**src/hw/rtl/ssds_pkg.sv**
```systemverilog
// Package for the skid-steer drive sequencer: command, mode and message codes,
// the queued request type, fixed widths and register defaults.
// Used by every module in hw/rtl.
`default_nettype none
package ssds_pkg;

  // Item classes as the front end sorts them
  localparam logic [2:0] CMD_TICK  = 3'd0;
  localparam logic [2:0] CMD_VEL   = 3'd1;
  localparam logic [2:0] CMD_ANGLE = 3'd2;
  localparam logic [2:0] CMD_MODE  = 3'd3;
  localparam logic [2:0] CMD_HALT  = 3'd4;

  localparam logic [1:0] MODE_NEUTRAL = 2'd0;
  localparam logic [1:0] MODE_DRIVE   = 2'd1;
  localparam logic [1:0] MODE_CALIB   = 2'd2;

  localparam logic [1:0] MSG_VELOCITY   = 2'd0;
  localparam logic [1:0] MSG_AXIS_STATE = 2'd1;
  localparam logic [1:0] MSG_CTRL_MODE  = 2'd2;

  localparam logic signed [15:0] AXIS_STATE_FULL_CAL = 16'sd3;
  localparam logic signed [15:0] AXIS_STATE_CLOSED   = 16'sd8;
  localparam logic signed [15:0] CTRL_MODE_VELOCITY  = 16'sd2;

  localparam logic [3:0]  STAGE_IDLE = 4'hF;
  localparam logic [19:0] CNT_MAX    = 20'hFFFFF;

  localparam logic signed [15:0] ANGLE_LIMIT = 16'sd180;
  localparam logic signed [9:0]  ANGLE_RIGHT = 10'sd90;
  // floor(x/90) == (x*MIX_RECIP) >> MIX_SHIFT for all x below 2^22
  localparam logic [22:0] MIX_RECIP = 23'd5965233;
  localparam int          MIX_SHIFT = 29;

  localparam int NUM_AXES_DEF = 6;

  // Configuration register indexes
  localparam logic [2:0] REG_SPEED_LIMIT = 3'd0;
  localparam logic [2:0] REG_GAIN        = 3'd1;
  localparam logic [2:0] REG_MIN_UPDATE  = 3'd2;
  localparam logic [2:0] REG_TIMEOUT     = 3'd3;
  localparam logic [2:0] REG_CAL_STAGE   = 3'd4;

  localparam logic [14:0] SPEED_LIMIT_RST = 15'd512;
  localparam logic [14:0] GAIN_RST        = 15'd2048;
  localparam logic [15:0] MIN_UPDATE_RST  = 16'd2;
  localparam logic [19:0] TIMEOUT_RST     = 20'd1000;
  localparam logic [19:0] CAL_STAGE_RST   = 20'd10000;

  typedef struct packed {
    logic [2:0]         kind;
    logic signed [15:0] value;
  } req_t;

  typedef struct packed {
    logic [14:0] speed_limit;
    logic [14:0] velocity_gain;
    logic [15:0] min_update_ticks;
    logic [19:0] inactive_timeout_ticks;
    logic [19:0] calibration_stage_ticks;
  } cfg_t;

endpackage
`default_nettype wire

```
**src/hw/rtl/ssds_front.sv**
```systemverilog
// Front end: decodes incoming requests, clamps angles, drops requests that
// have no effect, and pushes the rest into the queue. Depends on ssds_pkg.
`default_nettype none
module ssds_front (
  input  wire logic               in_valid,
  input  wire logic [2:0]         in_command,
  input  wire logic signed [15:0] in_value,
  output ssds_pkg::req_t          push_req,
  output logic                    push
);

  logic keep;
  logic signed [15:0] val;

  always_comb begin
    keep = 1'b0;
    val  = in_value;
    unique case (in_command) inside
      ssds_pkg::CMD_TICK, ssds_pkg::CMD_VEL, ssds_pkg::CMD_HALT: begin
        keep = 1'b1;
      end
      ssds_pkg::CMD_ANGLE: begin
        keep = 1'b1;
        if (in_value > ssds_pkg::ANGLE_LIMIT) begin
          val = ssds_pkg::ANGLE_LIMIT;
        end else if (in_value < -ssds_pkg::ANGLE_LIMIT) begin
          val = -ssds_pkg::ANGLE_LIMIT;
        end
      end
      ssds_pkg::CMD_MODE: begin
        // drop mode codes outside neutral, drive, calibrating
        keep = (in_value >= 16'sd0) && (in_value <= 16'sd2);
      end
      default: begin
        keep = 1'b0;
      end
    endcase
  end

  assign push_req.kind  = in_command;
  assign push_req.value = val;
  assign push           = in_valid && keep;

endmodule
`default_nettype wire

```
**src/hw/rtl/ssds_queue.sv**
```systemverilog
// Two-entry request queue between front end and back end.
// Depends on ssds_pkg for the request type.
`default_nettype none
module ssds_queue (
  input  wire logic      clk,
  input  wire logic      rst_n,
  input  wire logic      push,
  input  ssds_pkg::req_t push_req,
  output logic           full,
  output logic           head_valid,
  output ssds_pkg::req_t head_req,
  input  wire logic      pop
);

  ssds_pkg::req_t mem_r [2];
  logic       wr_ptr_r;
  logic       rd_ptr_r;
  logic [1:0] count_r;
  logic       do_push;
  logic       do_pop;

  assign full       = (count_r == 2'd2);
  assign head_valid = (count_r != 2'd0);
  assign head_req   = mem_r[rd_ptr_r];
  assign do_push    = push && !full;
  assign do_pop     = pop && head_valid;

  always_ff @(posedge clk) begin
    if (do_push) begin
      mem_r[wr_ptr_r] <= push_req;
    end
  end

  always_ff @(posedge clk) begin
    if (!rst_n) begin
      wr_ptr_r <= 1'b0;
      rd_ptr_r <= 1'b0;
      count_r  <= 2'd0;
    end else begin
      if (do_push) wr_ptr_r <= ~wr_ptr_r;
      if (do_pop)  rd_ptr_r <= ~rd_ptr_r;
      count_r <= count_r + {1'b0, do_push} - {1'b0, do_pop};
    end
  end

endmodule
`default_nettype wire

```
**src/hw/rtl/ssds_back.sv**
```systemverilog
// Back end: executes queued requests (velocity scaling, mixing, drive ticks,
// calibration steps) and drives the registered result channel.
// Depends on ssds_pkg.
`default_nettype none
module ssds_back #(
  parameter int NUM_AXES = ssds_pkg::NUM_AXES_DEF
) (
  input  wire logic      clk,
  input  wire logic      rst_n,
  input  ssds_pkg::cfg_t cfg,
  input  wire logic      head_valid,
  input  ssds_pkg::req_t head_req,
  output logic           pop,
  output logic           out_valid,
  input  wire logic      out_ready,
  output logic [2:0]     out_axis,
  output logic [1:0]     out_kind,
  output logic signed [15:0] out_payload,
  output logic           out_last
);

  localparam logic [3:0] S_IDLE  = 4'd0;
  localparam logic [3:0] S_VMUL  = 4'd1;
  localparam logic [3:0] S_VSCL  = 4'd2;
  localparam logic [3:0] S_MIX1  = 4'd3;
  localparam logic [3:0] S_MIX2  = 4'd4;
  localparam logic [3:0] S_MIX3  = 4'd5;
  localparam logic [3:0] S_DCHK  = 4'd6;
  localparam logic [3:0] S_DEMIT = 4'd7;
  localparam logic [3:0] S_CMUL  = 4'd8;
  localparam logic [3:0] S_CCHK  = 4'd9;
  localparam logic [3:0] S_CEMIT = 4'd10;

  localparam logic [2:0] LAST_AXIS = 3'(NUM_AXES - 1);
  localparam logic [2:0] AXES      = 3'(NUM_AXES);

  logic [3:0]  state_r, state_nxt;
  logic [1:0]  mode_r, mode_nxt;
  logic [3:0]  stage_r, stage_nxt;
  logic signed [15:0] rate_r, rate_nxt;
  logic signed [8:0]  angle_r, angle_nxt;
  logic signed [15:0] left_r, left_nxt, right_r, right_nxt;
  logic signed [15:0] lsent_r, lsent_nxt, rsent_r, rsent_nxt;
  logic [19:0] tsa_r, tsa_nxt, tsu_r, tsu_nxt;
  logic [14:0] mag_r, mag_nxt;
  logic        neg_r, neg_nxt;
  logic [29:0] vprod_r, vprod_nxt;
  logic [21:0] mprod_r, mprod_nxt;
  logic [15:0] quot_r, quot_nxt;
  logic [2:0]  k_r, k_nxt;
  logic [22:0] cprod_r, cprod_nxt;
  logic [2:0]  cax_r, cax_nxt;
  logic [1:0]  cidx_r, cidx_nxt;

  logic        ovalid_r, ovalid_nxt;
  logic [2:0]  oaxis_r, oaxis_nxt;
  logic [1:0]  okind_r, okind_nxt;
  logic signed [15:0] opay_r, opay_nxt;
  logic        olast_r, olast_nxt;

  logic        out_free;
  logic [19:0] tsa_inc, tsu_inc;
  logic signed [16:0] lim, vclamp;
  logic [14:0] abs_rate;
  logic [7:0]  abs_angle;
  logic signed [9:0] factor;
  logic [6:0]  abs_factor;
  logic [21:0] vsh;
  logic [14:0] vcap;
  logic [44:0] qfull;
  logic signed [15:0] mix_res;
  logic [19:0] stage_len;
  logic [2:0]  s_plus;

  assign out_free = !ovalid_r || out_ready;
  assign tsa_inc  = (tsa_r == ssds_pkg::CNT_MAX) ? tsa_r : tsa_r + 20'd1;
  assign tsu_inc  = (tsu_r == ssds_pkg::CNT_MAX) ? tsu_r : tsu_r + 20'd1;
  assign lim      = signed'({2'b00, cfg.speed_limit});
  assign abs_rate = rate_r[15] ? 15'(-rate_r) : rate_r[14:0];
  assign abs_angle = angle_r[8] ? 8'(-angle_r) : angle_r[7:0];
  assign factor   = ssds_pkg::ANGLE_RIGHT - signed'({2'b00, abs_angle});
  assign abs_factor = factor[9] ? 7'(-factor) : factor[6:0];
  assign vsh      = vprod_r[29:8];
  assign vcap     = (vsh > 22'd32767) ? 15'h7FFF : vsh[14:0];
  assign qfull    = 45'(mprod_r) * 45'(ssds_pkg::MIX_RECIP);
  assign mix_res  = neg_r ? -signed'(quot_r) : signed'(quot_r);
  assign stage_len = (cfg.calibration_stage_ticks == 20'd0) ? 20'd1
                                                            : cfg.calibration_stage_ticks;
  assign s_plus   = (stage_r == ssds_pkg::STAGE_IDLE) ? 3'd0 : stage_r[2:0] + 3'd1;

  always_comb begin
    vclamp = signed'({head_req.value[15], head_req.value});
    if (vclamp > lim) begin
      vclamp = lim;
    end else if (vclamp < -lim) begin
      vclamp = -lim;
    end
  end

  always_comb begin
    state_nxt = state_r;
    mode_nxt  = mode_r;
    stage_nxt = stage_r;
    rate_nxt  = rate_r;
    angle_nxt = angle_r;
    left_nxt  = left_r;
    right_nxt = right_r;
    lsent_nxt = lsent_r;
    rsent_nxt = rsent_r;
    tsa_nxt   = tsa_r;
    tsu_nxt   = tsu_r;
    mag_nxt   = mag_r;
    neg_nxt   = neg_r;
    vprod_nxt = vprod_r;
    mprod_nxt = mprod_r;
    quot_nxt  = quot_r;
    k_nxt     = k_r;
    cprod_nxt = cprod_r;
    cax_nxt   = cax_r;
    cidx_nxt  = cidx_r;
    ovalid_nxt = out_ready ? 1'b0 : ovalid_r;
    oaxis_nxt = oaxis_r;
    okind_nxt = okind_r;
    opay_nxt  = opay_r;
    olast_nxt = olast_r;
    pop       = 1'b0;

    unique case (state_r)
      S_IDLE: begin
        if (head_valid) begin
          pop = 1'b1;
          unique case (head_req.kind)
            ssds_pkg::CMD_TICK: begin
              tsa_nxt = tsa_inc;
              tsu_nxt = tsu_inc;
              if (mode_r == ssds_pkg::MODE_CALIB) begin
                state_nxt = S_CMUL;
              end else begin
                if (tsa_inc > cfg.inactive_timeout_ticks) begin
                  // inactivity: zero rate, which mixes to zero on both sides
                  tsa_nxt   = '0;
                  rate_nxt  = '0;
                  left_nxt  = '0;
                  right_nxt = '0;
                end
                state_nxt = S_DCHK;
              end
            end
            ssds_pkg::CMD_VEL: begin
              tsa_nxt   = '0;
              neg_nxt   = vclamp[16];
              mag_nxt   = vclamp[16] ? 15'(-vclamp) : vclamp[14:0];
              state_nxt = S_VMUL;
            end
            ssds_pkg::CMD_ANGLE: begin
              tsa_nxt   = '0;
              angle_nxt = head_req.value[8:0];
              state_nxt = S_MIX1;
            end
            ssds_pkg::CMD_MODE: begin
              if (mode_r != ssds_pkg::MODE_CALIB) begin
                tsa_nxt  = '0;
                mode_nxt = head_req.value[1:0];
                state_nxt = (head_req.value[1:0] == ssds_pkg::MODE_CALIB) ? S_CMUL : S_DCHK;
              end
            end
            ssds_pkg::CMD_HALT: begin
              rate_nxt  = '0;
              angle_nxt = '0;
              left_nxt  = '0;
              right_nxt = '0;
              if (mode_r != ssds_pkg::MODE_CALIB) begin
                tsa_nxt   = '0;
                mode_nxt  = ssds_pkg::MODE_NEUTRAL;
                state_nxt = S_DCHK;
              end
            end
            default: begin
              state_nxt = S_IDLE;
            end
          endcase
        end
      end
      S_VMUL: begin
        vprod_nxt = 30'(mag_r) * 30'(cfg.velocity_gain);
        state_nxt = S_VSCL;
      end
      S_VSCL: begin
        rate_nxt  = neg_r ? -signed'({1'b0, vcap}) : signed'({1'b0, vcap});
        state_nxt = S_MIX1;
      end
      S_MIX1: begin
        if (angle_r == 9'sd0) begin
          left_nxt  = rate_r;
          right_nxt = rate_r;
          state_nxt = S_IDLE;
        end else begin
          mprod_nxt = 22'(abs_rate) * 22'(abs_factor);
          neg_nxt   = rate_r[15] ^ factor[9];
          state_nxt = S_MIX2;
        end
      end
      S_MIX2: begin
        quot_nxt  = qfull[ssds_pkg::MIX_SHIFT +: 16];
        state_nxt = S_MIX3;
      end
      S_MIX3: begin
        if (angle_r[8]) begin
          left_nxt  = mix_res;
          right_nxt = rate_r;
        end else begin
          left_nxt  = rate_r;
          right_nxt = mix_res;
        end
        state_nxt = S_IDLE;
      end
      S_DCHK: begin
        if ((tsu_r < 20'(cfg.min_update_ticks)) ||
            ((left_r == lsent_r) && (right_r == rsent_r))) begin
          state_nxt = S_IDLE;
        end else begin
          if (mode_r == ssds_pkg::MODE_NEUTRAL) begin
            lsent_nxt = '0;
            rsent_nxt = '0;
          end else begin
            lsent_nxt = left_r;
            rsent_nxt = right_r;
          end
          tsu_nxt   = '0;
          k_nxt     = LAST_AXIS;
          state_nxt = S_DEMIT;
        end
      end
      S_DEMIT: begin
        if (out_free) begin
          ovalid_nxt = 1'b1;
          oaxis_nxt  = k_r;
          okind_nxt  = ssds_pkg::MSG_VELOCITY;
          // odd axes sit on the left side and turn the other way
          opay_nxt   = k_r[0] ? -lsent_r : rsent_r;
          olast_nxt  = (k_r == 3'd0);
          if (k_r == 3'd0) begin
            state_nxt = S_IDLE;
          end else begin
            k_nxt = k_r - 3'd1;
          end
        end
      end
      S_CMUL: begin
        if (stage_r == ssds_pkg::STAGE_IDLE) begin
          tsu_nxt = '0;
        end
        cprod_nxt = 23'(s_plus) * 23'(stage_len);
        cax_nxt   = s_plus;
        state_nxt = S_CCHK;
      end
      S_CCHK: begin
        // advance when (stage+1)*len <= elapsed, i.e. stage < elapsed/len
        if (cprod_r <= 23'(tsu_r)) begin
          if (cax_r == AXES) begin
            mode_nxt  = ssds_pkg::MODE_NEUTRAL;
            tsu_nxt   = '0;
            tsa_nxt   = '0;
            stage_nxt = ssds_pkg::STAGE_IDLE;
            cidx_nxt  = 2'd1;
          end else begin
            stage_nxt = {1'b0, cax_r};
            cidx_nxt  = 2'd0;
          end
          state_nxt = S_CEMIT;
        end else begin
          state_nxt = S_IDLE;
        end
      end
      S_CEMIT: begin
        if (out_free) begin
          ovalid_nxt = 1'b1;
          case (cidx_r)
            2'd0: begin
              oaxis_nxt = cax_r;
              okind_nxt = ssds_pkg::MSG_AXIS_STATE;
              opay_nxt  = ssds_pkg::AXIS_STATE_FULL_CAL;
              olast_nxt = (cax_r == 3'd0);
              cidx_nxt  = 2'd1;
              if (cax_r == 3'd0) state_nxt = S_IDLE;
            end
            2'd1: begin
              oaxis_nxt = cax_r - 3'd1;
              okind_nxt = ssds_pkg::MSG_AXIS_STATE;
              opay_nxt  = ssds_pkg::AXIS_STATE_CLOSED;
              olast_nxt = 1'b0;
              cidx_nxt  = 2'd2;
            end
            default: begin
              oaxis_nxt = cax_r - 3'd1;
              okind_nxt = ssds_pkg::MSG_CTRL_MODE;
              opay_nxt  = ssds_pkg::CTRL_MODE_VELOCITY;
              olast_nxt = 1'b1;
              state_nxt = S_IDLE;
            end
          endcase
        end
      end
      default: begin
        state_nxt = S_IDLE;
      end
    endcase
  end

  always_ff @(posedge clk) begin
    if (!rst_n) begin
      state_r  <= S_IDLE;
      mode_r   <= ssds_pkg::MODE_CALIB;
      stage_r  <= ssds_pkg::STAGE_IDLE;
      rate_r   <= '0;
      angle_r  <= '0;
      left_r   <= '0;
      right_r  <= '0;
      lsent_r  <= '0;
      rsent_r  <= '0;
      tsa_r    <= '0;
      tsu_r    <= '0;
      ovalid_r <= 1'b0;
    end else begin
      state_r  <= state_nxt;
      mode_r   <= mode_nxt;
      stage_r  <= stage_nxt;
      rate_r   <= rate_nxt;
      angle_r  <= angle_nxt;
      left_r   <= left_nxt;
      right_r  <= right_nxt;
      lsent_r  <= lsent_nxt;
      rsent_r  <= rsent_nxt;
      tsa_r    <= tsa_nxt;
      tsu_r    <= tsu_nxt;
      ovalid_r <= ovalid_nxt;
    end
  end

  always_ff @(posedge clk) begin
    mag_r   <= mag_nxt;
    neg_r   <= neg_nxt;
    vprod_r <= vprod_nxt;
    mprod_r <= mprod_nxt;
    quot_r  <= quot_nxt;
    k_r     <= k_nxt;
    cprod_r <= cprod_nxt;
    cax_r   <= cax_nxt;
    cidx_r  <= cidx_nxt;
    oaxis_r <= oaxis_nxt;
    okind_r <= okind_nxt;
    opay_r  <= opay_nxt;
    olast_r <= olast_nxt;
  end

  assign out_valid   = ovalid_r;
  assign out_axis    = oaxis_r;
  assign out_kind    = okind_r;
  assign out_payload = opay_r;
  assign out_last    = olast_r;

  a_stage_only_calib: assert property (@(posedge clk) disable iff (!rst_n)
    (stage_r != ssds_pkg::STAGE_IDLE) |-> (mode_r == ssds_pkg::MODE_CALIB))
    else $error("calibration stage active outside calibrating mode");

  a_stage_range: assert property (@(posedge clk) disable iff (!rst_n)
    (stage_r == ssds_pkg::STAGE_IDLE) || (stage_r < 4'(NUM_AXES)))
    else $error("calibration stage out of range");

  a_straight_mix: assert property (@(posedge clk) disable iff (!rst_n)
    ((state_r == S_IDLE) && (angle_r == 9'sd0)) |-> ((left_r == rate_r) && (right_r == rate_r)))
    else $error("straight-ahead targets differ from rate");

endmodule
`default_nettype wire

```
**src/hw/rtl/skid_steer_drive_sequencer_top.sv**
```systemverilog
// The back end takes each request from the queue head while it is idle; once the
// first message of a drive update or calibration step is valid, one follows per cycle
// while out_tready allows. A request is taken only after the last one is done; dropped
// requests never enter the 2-entry queue.
// Reset (synchronous, rst_n low): registers to defaults, mode calibrating,
// calibration idle, targets and counters zero, queue and result channel empty.
`default_nettype none
module skid_steer_drive_sequencer_top #(
  parameter int NUM_AXES = ssds_pkg::NUM_AXES_DEF
) (
  input  wire logic        clk,
  input  wire logic        rst_n,
  input  wire logic        in_tvalid,
  output logic             in_tready,
  input  wire logic [15:0] in_tdata,   // [15:0] value
  input  wire logic [2:0]  in_tuser,   // [2:0] command
  output logic             out_tvalid,
  input  wire logic        out_tready,
  output logic [23:0]      out_tdata,  // [2:0] axis, [18:3] payload, rest zero
  output logic [1:0]       out_tuser,  // [1:0] message_kind
  output logic             out_tlast,
  input  wire logic        cfg_psel,
  input  wire logic        cfg_penable,
  input  wire logic        cfg_pwrite,
  input  wire logic [4:0]  cfg_paddr,
  input  wire logic [31:0] cfg_pwdata,
  output logic [31:0]      cfg_prdata,
  output logic             cfg_pready
);

  ssds_pkg::cfg_t cfg_r;
  ssds_pkg::req_t push_req, head_req;
  logic push, full, head_valid, pop, wr_en;
  logic [2:0] reg_idx;
  logic [2:0] o_axis;
  logic signed [15:0] o_payload;

  assign cfg_pready = 1'b1;
  assign reg_idx    = cfg_paddr[4:2];
  assign wr_en      = cfg_psel && cfg_penable && cfg_pwrite && cfg_pready;

  always_ff @(posedge clk) begin
    if (!rst_n) begin
      cfg_r.speed_limit             <= ssds_pkg::SPEED_LIMIT_RST;
      cfg_r.velocity_gain           <= ssds_pkg::GAIN_RST;
      cfg_r.min_update_ticks        <= ssds_pkg::MIN_UPDATE_RST;
      cfg_r.inactive_timeout_ticks  <= ssds_pkg::TIMEOUT_RST;
      cfg_r.calibration_stage_ticks <= ssds_pkg::CAL_STAGE_RST;
    end else if (wr_en) begin
      unique case (reg_idx)
        ssds_pkg::REG_SPEED_LIMIT: cfg_r.speed_limit            <= cfg_pwdata[14:0];
        ssds_pkg::REG_GAIN:       cfg_r.velocity_gain           <= cfg_pwdata[14:0];
        ssds_pkg::REG_MIN_UPDATE: cfg_r.min_update_ticks        <= cfg_pwdata[15:0];
        ssds_pkg::REG_TIMEOUT:    cfg_r.inactive_timeout_ticks  <= cfg_pwdata[19:0];
        ssds_pkg::REG_CAL_STAGE:  cfg_r.calibration_stage_ticks <= cfg_pwdata[19:0];
        default: begin
        end
      endcase
    end
  end

  always_comb begin
    unique case (reg_idx)
      ssds_pkg::REG_SPEED_LIMIT: cfg_prdata = 32'(cfg_r.speed_limit);
      ssds_pkg::REG_GAIN:       cfg_prdata = 32'(cfg_r.velocity_gain);
      ssds_pkg::REG_MIN_UPDATE: cfg_prdata = 32'(cfg_r.min_update_ticks);
      ssds_pkg::REG_TIMEOUT:    cfg_prdata = 32'(cfg_r.inactive_timeout_ticks);
      ssds_pkg::REG_CAL_STAGE:  cfg_prdata = 32'(cfg_r.calibration_stage_ticks);
      default:                  cfg_prdata = '0;
    endcase
  end

  assign in_tready = !full;

  ssds_front u_front (
    .in_valid   (in_tvalid && in_tready),
    .in_command (in_tuser),
    .in_value   (in_tdata),
    .push_req   (push_req),
    .push       (push)
  );

  ssds_queue u_queue (
    .clk        (clk),
    .rst_n      (rst_n),
    .push       (push),
    .push_req   (push_req),
    .full       (full),
    .head_valid (head_valid),
    .head_req   (head_req),
    .pop        (pop)
  );

  ssds_back #(
    .NUM_AXES (NUM_AXES)
  ) u_back (
    .clk         (clk),
    .rst_n       (rst_n),
    .cfg         (cfg_r),
    .head_valid  (head_valid),
    .head_req    (head_req),
    .pop         (pop),
    .out_valid   (out_tvalid),
    .out_ready   (out_tready),
    .out_axis    (o_axis),
    .out_kind    (out_tuser),
    .out_payload (o_payload),
    .out_last    (out_tlast)
  );

  assign out_tdata = {5'b00000, o_payload, o_axis};

endmodule
`default_nettype wire
```
**config.mk**
```make
export PLATFORM = sky130hd
export DESIGN_NAME = skid_steer_drive_sequencer_top
export DESIGN_NICKNAME = d
export VERILOG_FILES = /design/src/hw/rtl/ssds_pkg.sv /design/src/hw/rtl/ssds_front.sv /design/src/hw/rtl/ssds_queue.sv /design/src/hw/rtl/ssds_back.sv /design/src/hw/rtl/skid_steer_drive_sequencer_top.sv
export SDC_FILE = /design/constraint.sdc
export NUM_CORES = 2
export LEC_CHECK = 0
export BUFFER_PORTS_ARGS = -buffer_cell sky130_fd_sc_hd__buf_4
export CORE_ASPECT_RATIO = 1.25
export CORE_MARGIN = 8
export CORE_UTILIZATION = 60
export CTS_BUF_LIST = sky130_fd_sc_hd__clkbuf_4
export DETAILED_ROUTE_END_ITERATION = 16
export PLACE_DENSITY = 0.83
export SLEW_MARGIN = 20
export SYNTH_ARGS = -nofsm -noshare
export SYNTH_HDL_FRONTEND = slang
export SYNTH_HIERARCHICAL = 1
export SYNTH_SLANG_ARGS = --single-unit
```
**constraint.sdc**
```tcl
create_clock -name clk -period 7.3 [get_ports clk]
set_input_delay 0.365 -clock clk [delete_from_list [all_inputs] [get_ports clk]]
set_output_delay 0.365 -clock clk [all_outputs]
set_load 0.05 [all_outputs]
```
==> PnR_summary.wiki <==
{| class="wikitable"
! Metric !! Value
|-
| Outcome || finished clean
|-
| Die height || 305.8 um
|-
| Crit-path max cell delay || 560 ps
|-
| Area occupied by registers || 9639 um^2
|-
| Number of maximum-capacitance constraint violations || 0
|-
| Endpoint type of the worst setup path || flip-flop
|-
| Port buffer count || 92
|-
| Area used by multi-input combinational logic || 27650 um^2
|-
| Share of final-layout standard cells stronger than drive strength 1 || 8.891%
|-
| CP Class || flip-flop to flip-flop
|-
| Core Rows || 106
|-
| CP Data Required Time || 7920 ps
|-
| Cells along the critical path || ha_1, inv_1, fa_1, inv_1, fa_1, fa_1, fa_1, fa_1, fa_1, ha_1, a21o_1, a211o_1, a2111oi_1, buf_4, a2111o_1, a211oi_1, nor2_1, o21ai_1, a21oi_1, o21ai_0, xor2_1
|-
| Ratio of routed vias to standard cells || 5.908
|-
| CP bufs+invs || 3
|-
| Min Hold Slack || 81.65 ps
|-
| Top cells by area in the synthesized netlist || fa_1 (19%), ha_1 (14%), edfxtp_1 (12%), dfxtp_1 (11%), inv_1 (5.6%)
|-
| Worst endpoint data arrival time || 7620 ps
|-
| Category of cells accounting for the largest share of critical-path delay || adder cells
|-
| Warnings from Yosys || 6
|-
| Crit-path max FO || 4
|-
| TritonCTS clock tree || yes
|-
| Iteration count of the initial detailed-routing pass || 7
|-
| Setup Skew || 53.15 ps
|-
| Synth Instances || 4396
|-
| Synth Register Bits || 398
|-
| Wire length per cell || 19.11 um
|-
| Clock transition at the register clock pins on the worst setup and hold paths after CTS || 80 ps
|-
| Worst IR drop on VDD || 0.1723 mV
|-
| Critical-path top delay cell || fa_1
|-
| Async set or reset register ratio after synthesis || 0%
|-
| Layout overhead on the synthesized area || 8.147%
|-
| DRC violation count after routing || 0
|-
| Initial standard-cell utilization of the core || 60.41%
|-
| Setup slack of the worst register-to-register path || 300 ps
|-
| Worst min-delay path class || primary input to flip-flop
|-
| RSZ-0062 raised after global routing || false
|-
| Final wirelength || 104500 um
|-
| Final Hold Vio Count || 0
|-
| Fill cells || 5122
|-
| Fin crit share || 95.92%
|-
| Nets@finish || 5406
|-
| Final RePlAce weighted congestion || 1.016
|-
| Filler-free cell count of the finished design || 5466
|-
| Number of enable flip-flop cells after synthesis || 167
|-
| Vias in the first global route || 33231
|-
| Area share of the leading cell type in the synthesized netlist || 18.78%
|-
| Total track usage || 27.46%
|-
| Synthesized area per cell || 9.167 um^2
|-
| Initial antenna violation count || 1
|-
| Synth Cell Area || 40300 um^2
|-
| Remaining global-route overflow || 0
|-
| Clock network latency to the later pin of the worst-skew pair || 870 ps
|-
| Vias || 32295
|-
| Critical Path Most Common Cell || fa_1
|-
| Total setup violations reported at the end of the flow || 0
|-
| Share of synthesized area occupied by flip-flops and latches || 23.92%
|-
| Die Outline Area || 75770 um^2
|-
| Total leakage power || 0.02041 uW
|-
| Root buf cell || clkbuf_4
|-
| Maximum number of pins on one net before global-route repair || 94
|-
| Clock sink count || 398
|-
| Leading register cell type out of synthesis || dfxtp_1
|-
| Number of buffers between clock root and the deepest sink || 3
|-
| Areal power density over the cells || 185.9 nW/um^2
|-
| Distinct cells, synth || 94
|-
| Worst Tran Pin Value || 1060 ps
|-
| Placed cell count || 5238
|-
| Die Span X || 247.8 um
|-
| Top cell type by total area after synthesis || fa_1
|-
| Antenna viol nets, final || 0
|-
| Std-Cell Core Area || 66710 um^2
|-
| Startpoint kind of the worst setup timing path || flip-flop
|-
| Number of buffers added by the clock tree synthesis step || 97
|-
| HPWL reported at the end of detailed placement || 82500 um
|-
| Final Max Slew Viols || 0
|-
| Number of H-tree levels || 3
|-
| Fmax || 0.1428 GHz
|-
| Period minus WS final || 7002 ps
|-
| Initial drt markers || 2787
|-
| Global-route wire length before repair || 168000 um
|-
| Worst slew margin || 29.10%
|-
| Ports || 125
|}
[power breakdown]
part           switching (uW)  internal [uW]
sequential                223           2580
combinational            2080           1270
clock                     962            980
total                    3260           4840
[flip-flops by register name, indices dropped and copies added, names as in the netlist, 3 cells and up, named ones only]
register,flops
u_back/tsa_r,20
u_back/out_payload,16
u_back/out_axis,3
u_back/rsent_r,16
u_back/right_r,16
u_back/angle_r,9
u_back/mag_r,15
u_back/state_r,4
cfg_r,86
u_back/cprod_r,23
u_back/left_r,16
u_back/lsent_r,16
u_back/cax_r,3
u_back/quot_r,16
u_back/stage_r,4
u_queue/mem_r,38
u_back/tsu_r,20
u_back/k_r,3
u_back/mprod_r,22
u_back/vprod_r,22
u_back/rate_r,16
[worst reg2reg max path, delay by kind of cell, from the launching register on]
family	cells	cell delay, ps
XOR/XNOR	1	160
flip-flops	1	540
buffers and inverters	3	320
AO/OA/AOI/OAI	8	1780
adder cells (fa/ha/maj)	8	3810
AND/OR/NAND/NOR	1	180
[final cells by class]
class                   count  share of cell area, %
clock inverters            41                 0.6258
inverters                 596                  5.133
multi-input cells        3221                  63.45
repair buffers            208                  3.841
flip-flops and latches    398                  22.12
well taps                 864                  2.480
diodes                      2                0.01148
clock buffers             136                  2.343
[worst paths after layout]
path | from | endpoint | cells past startpoint
min | cfg_psel | cfg_r[24]$_SDFFE_PN0P_ | 4
max | u_back/mprod_r[14]$_DFFE_PP_ | u_back/quot_r[14]$_DFFE_PP_ | 21
min reg2reg | cfg_r[21]$_SDFFE_PN0P_ | cfg_r[21]$_SDFFE_PN0P_ | 2
max reg2reg | u_back/mprod_r[14]$_DFFE_PP_ | u_back/quot_r[14]$_DFFE_PP_ | 21
[stage by stage]
| step | setup slack (ps) | setup TNS, ps | cell area (um^2) | power [uW] | util (%) |
|---|---|---|---|---|---|
| floorplan | 34.28 | 0 | 40360 | 5252 | - |
| global placement | 120.5 | 0 | 41750 | 5980 | 62.58 |
| detailed placement | -62.58 | -62.58 | 41750 | 6091 | 62.58 |
| CTS | 46.41 | 0 | 43460 | 8057 | 65.15 |
| global route | 1.337 | 0 | 43580 | 8630 | 65.33 |
| finish | 297.5 | 0 | 43580 | 8100 | 65.33 |
[placed cells by master (no fill, tap or decap), types with 18 or more instances in the layout]
master         synthesis  final
nor2_1               310    307
a22oi_1               46     46
clkbuf_4               0    136
o21ai_0              110    107
nor2b_1               89     88
a211oi_1              43     43
clkinv_1               0     28
mux2_2                27     26
conb_1                 2     18
edfxtp_1             167    167
ha_1                 443    441
nand3_1               80     80
nand4_1               33     33
buf_4                 26    164
xor2_1                97     97
a21oi_1              167    164
o31ai_1               23     23
fa_1                 378    378
inv_1                596    595
nand2_1              475    475
nor4_1                32     32
or3_1                 24     24
dfxtp_1              231    231
o21a_1                25     24
nand2b_1              41     41
nor3_1                61     60
dlygate4sd3_1          0     42
o22ai_1               22     22
a31oi_1               24     23
mux2i_1              130    130
and3_1                23     23
and2_1               133    133
xnor2_1              123    121
a21o_1                52     52
[kinds of logic (layout without fill, tap and decap cells)]
group                      after synthesis  count (layout)  synth area share [%]
and+or+nand+nor                       1355            1355                 16.05
adders and majority gates              821             821                 32.53
buffers and inverters                  793             981                 7.858
AOI/OAI and AO/OA                      639             639                 10.45
DFF                                    398             398                 23.92
xor gates and xnor gates               220             220                 4.781
muxes                                  168             168                 4.384
other                                    2              20               0.01864
[repair_timing]
action                                 in CTS  in global routing
setup endpoints to repair                   2                  7
gates resized for setup                     1                 16
hold buffers                               42                  0
pin swaps                                   0                  3
cloned                                      0                  0
endpoints found under the hold margin     113                  0
buffers inserted                            0                  7
[layer usage]
metal,routed length (um),share of wire [%],track usage (%)
met3,6544,6.3,4.084
met1,38040,36,30.40
met4,7042,6.7,17.12
met5,0,0,0
met2,52840,51,48.85
[cells in the mapped netlist (all sizes together) (7+ instances only)]
master / count
inv: 596
nand2: 476
ha: 443
fa: 378
nor2: 312
dfxtp: 231
a21oi: 168
edfxtp: 167
clkbuf: 148
and2: 133
mux2i: 130
xnor2: 123
o21ai: 113
xor2: 97
nor2b: 90
nand3: 81
nor3: 61
a21o: 52
buf: 49
a22oi: 46
a211oi: 43
nand2b: 41
mux2: 38
nand4: 33
nor4: 32
or3: 26
o21a: 25
a31oi: 24
and3: 23
o31ai: 23
o22ai: 22
a22o: 16
or2: 14
o211ai: 13
o41ai: 9
or4: 9
o21bai: 8
a2111oi: 7
nand3b: 7
nor3b: 7
Power figures use the tool's default switching activity.
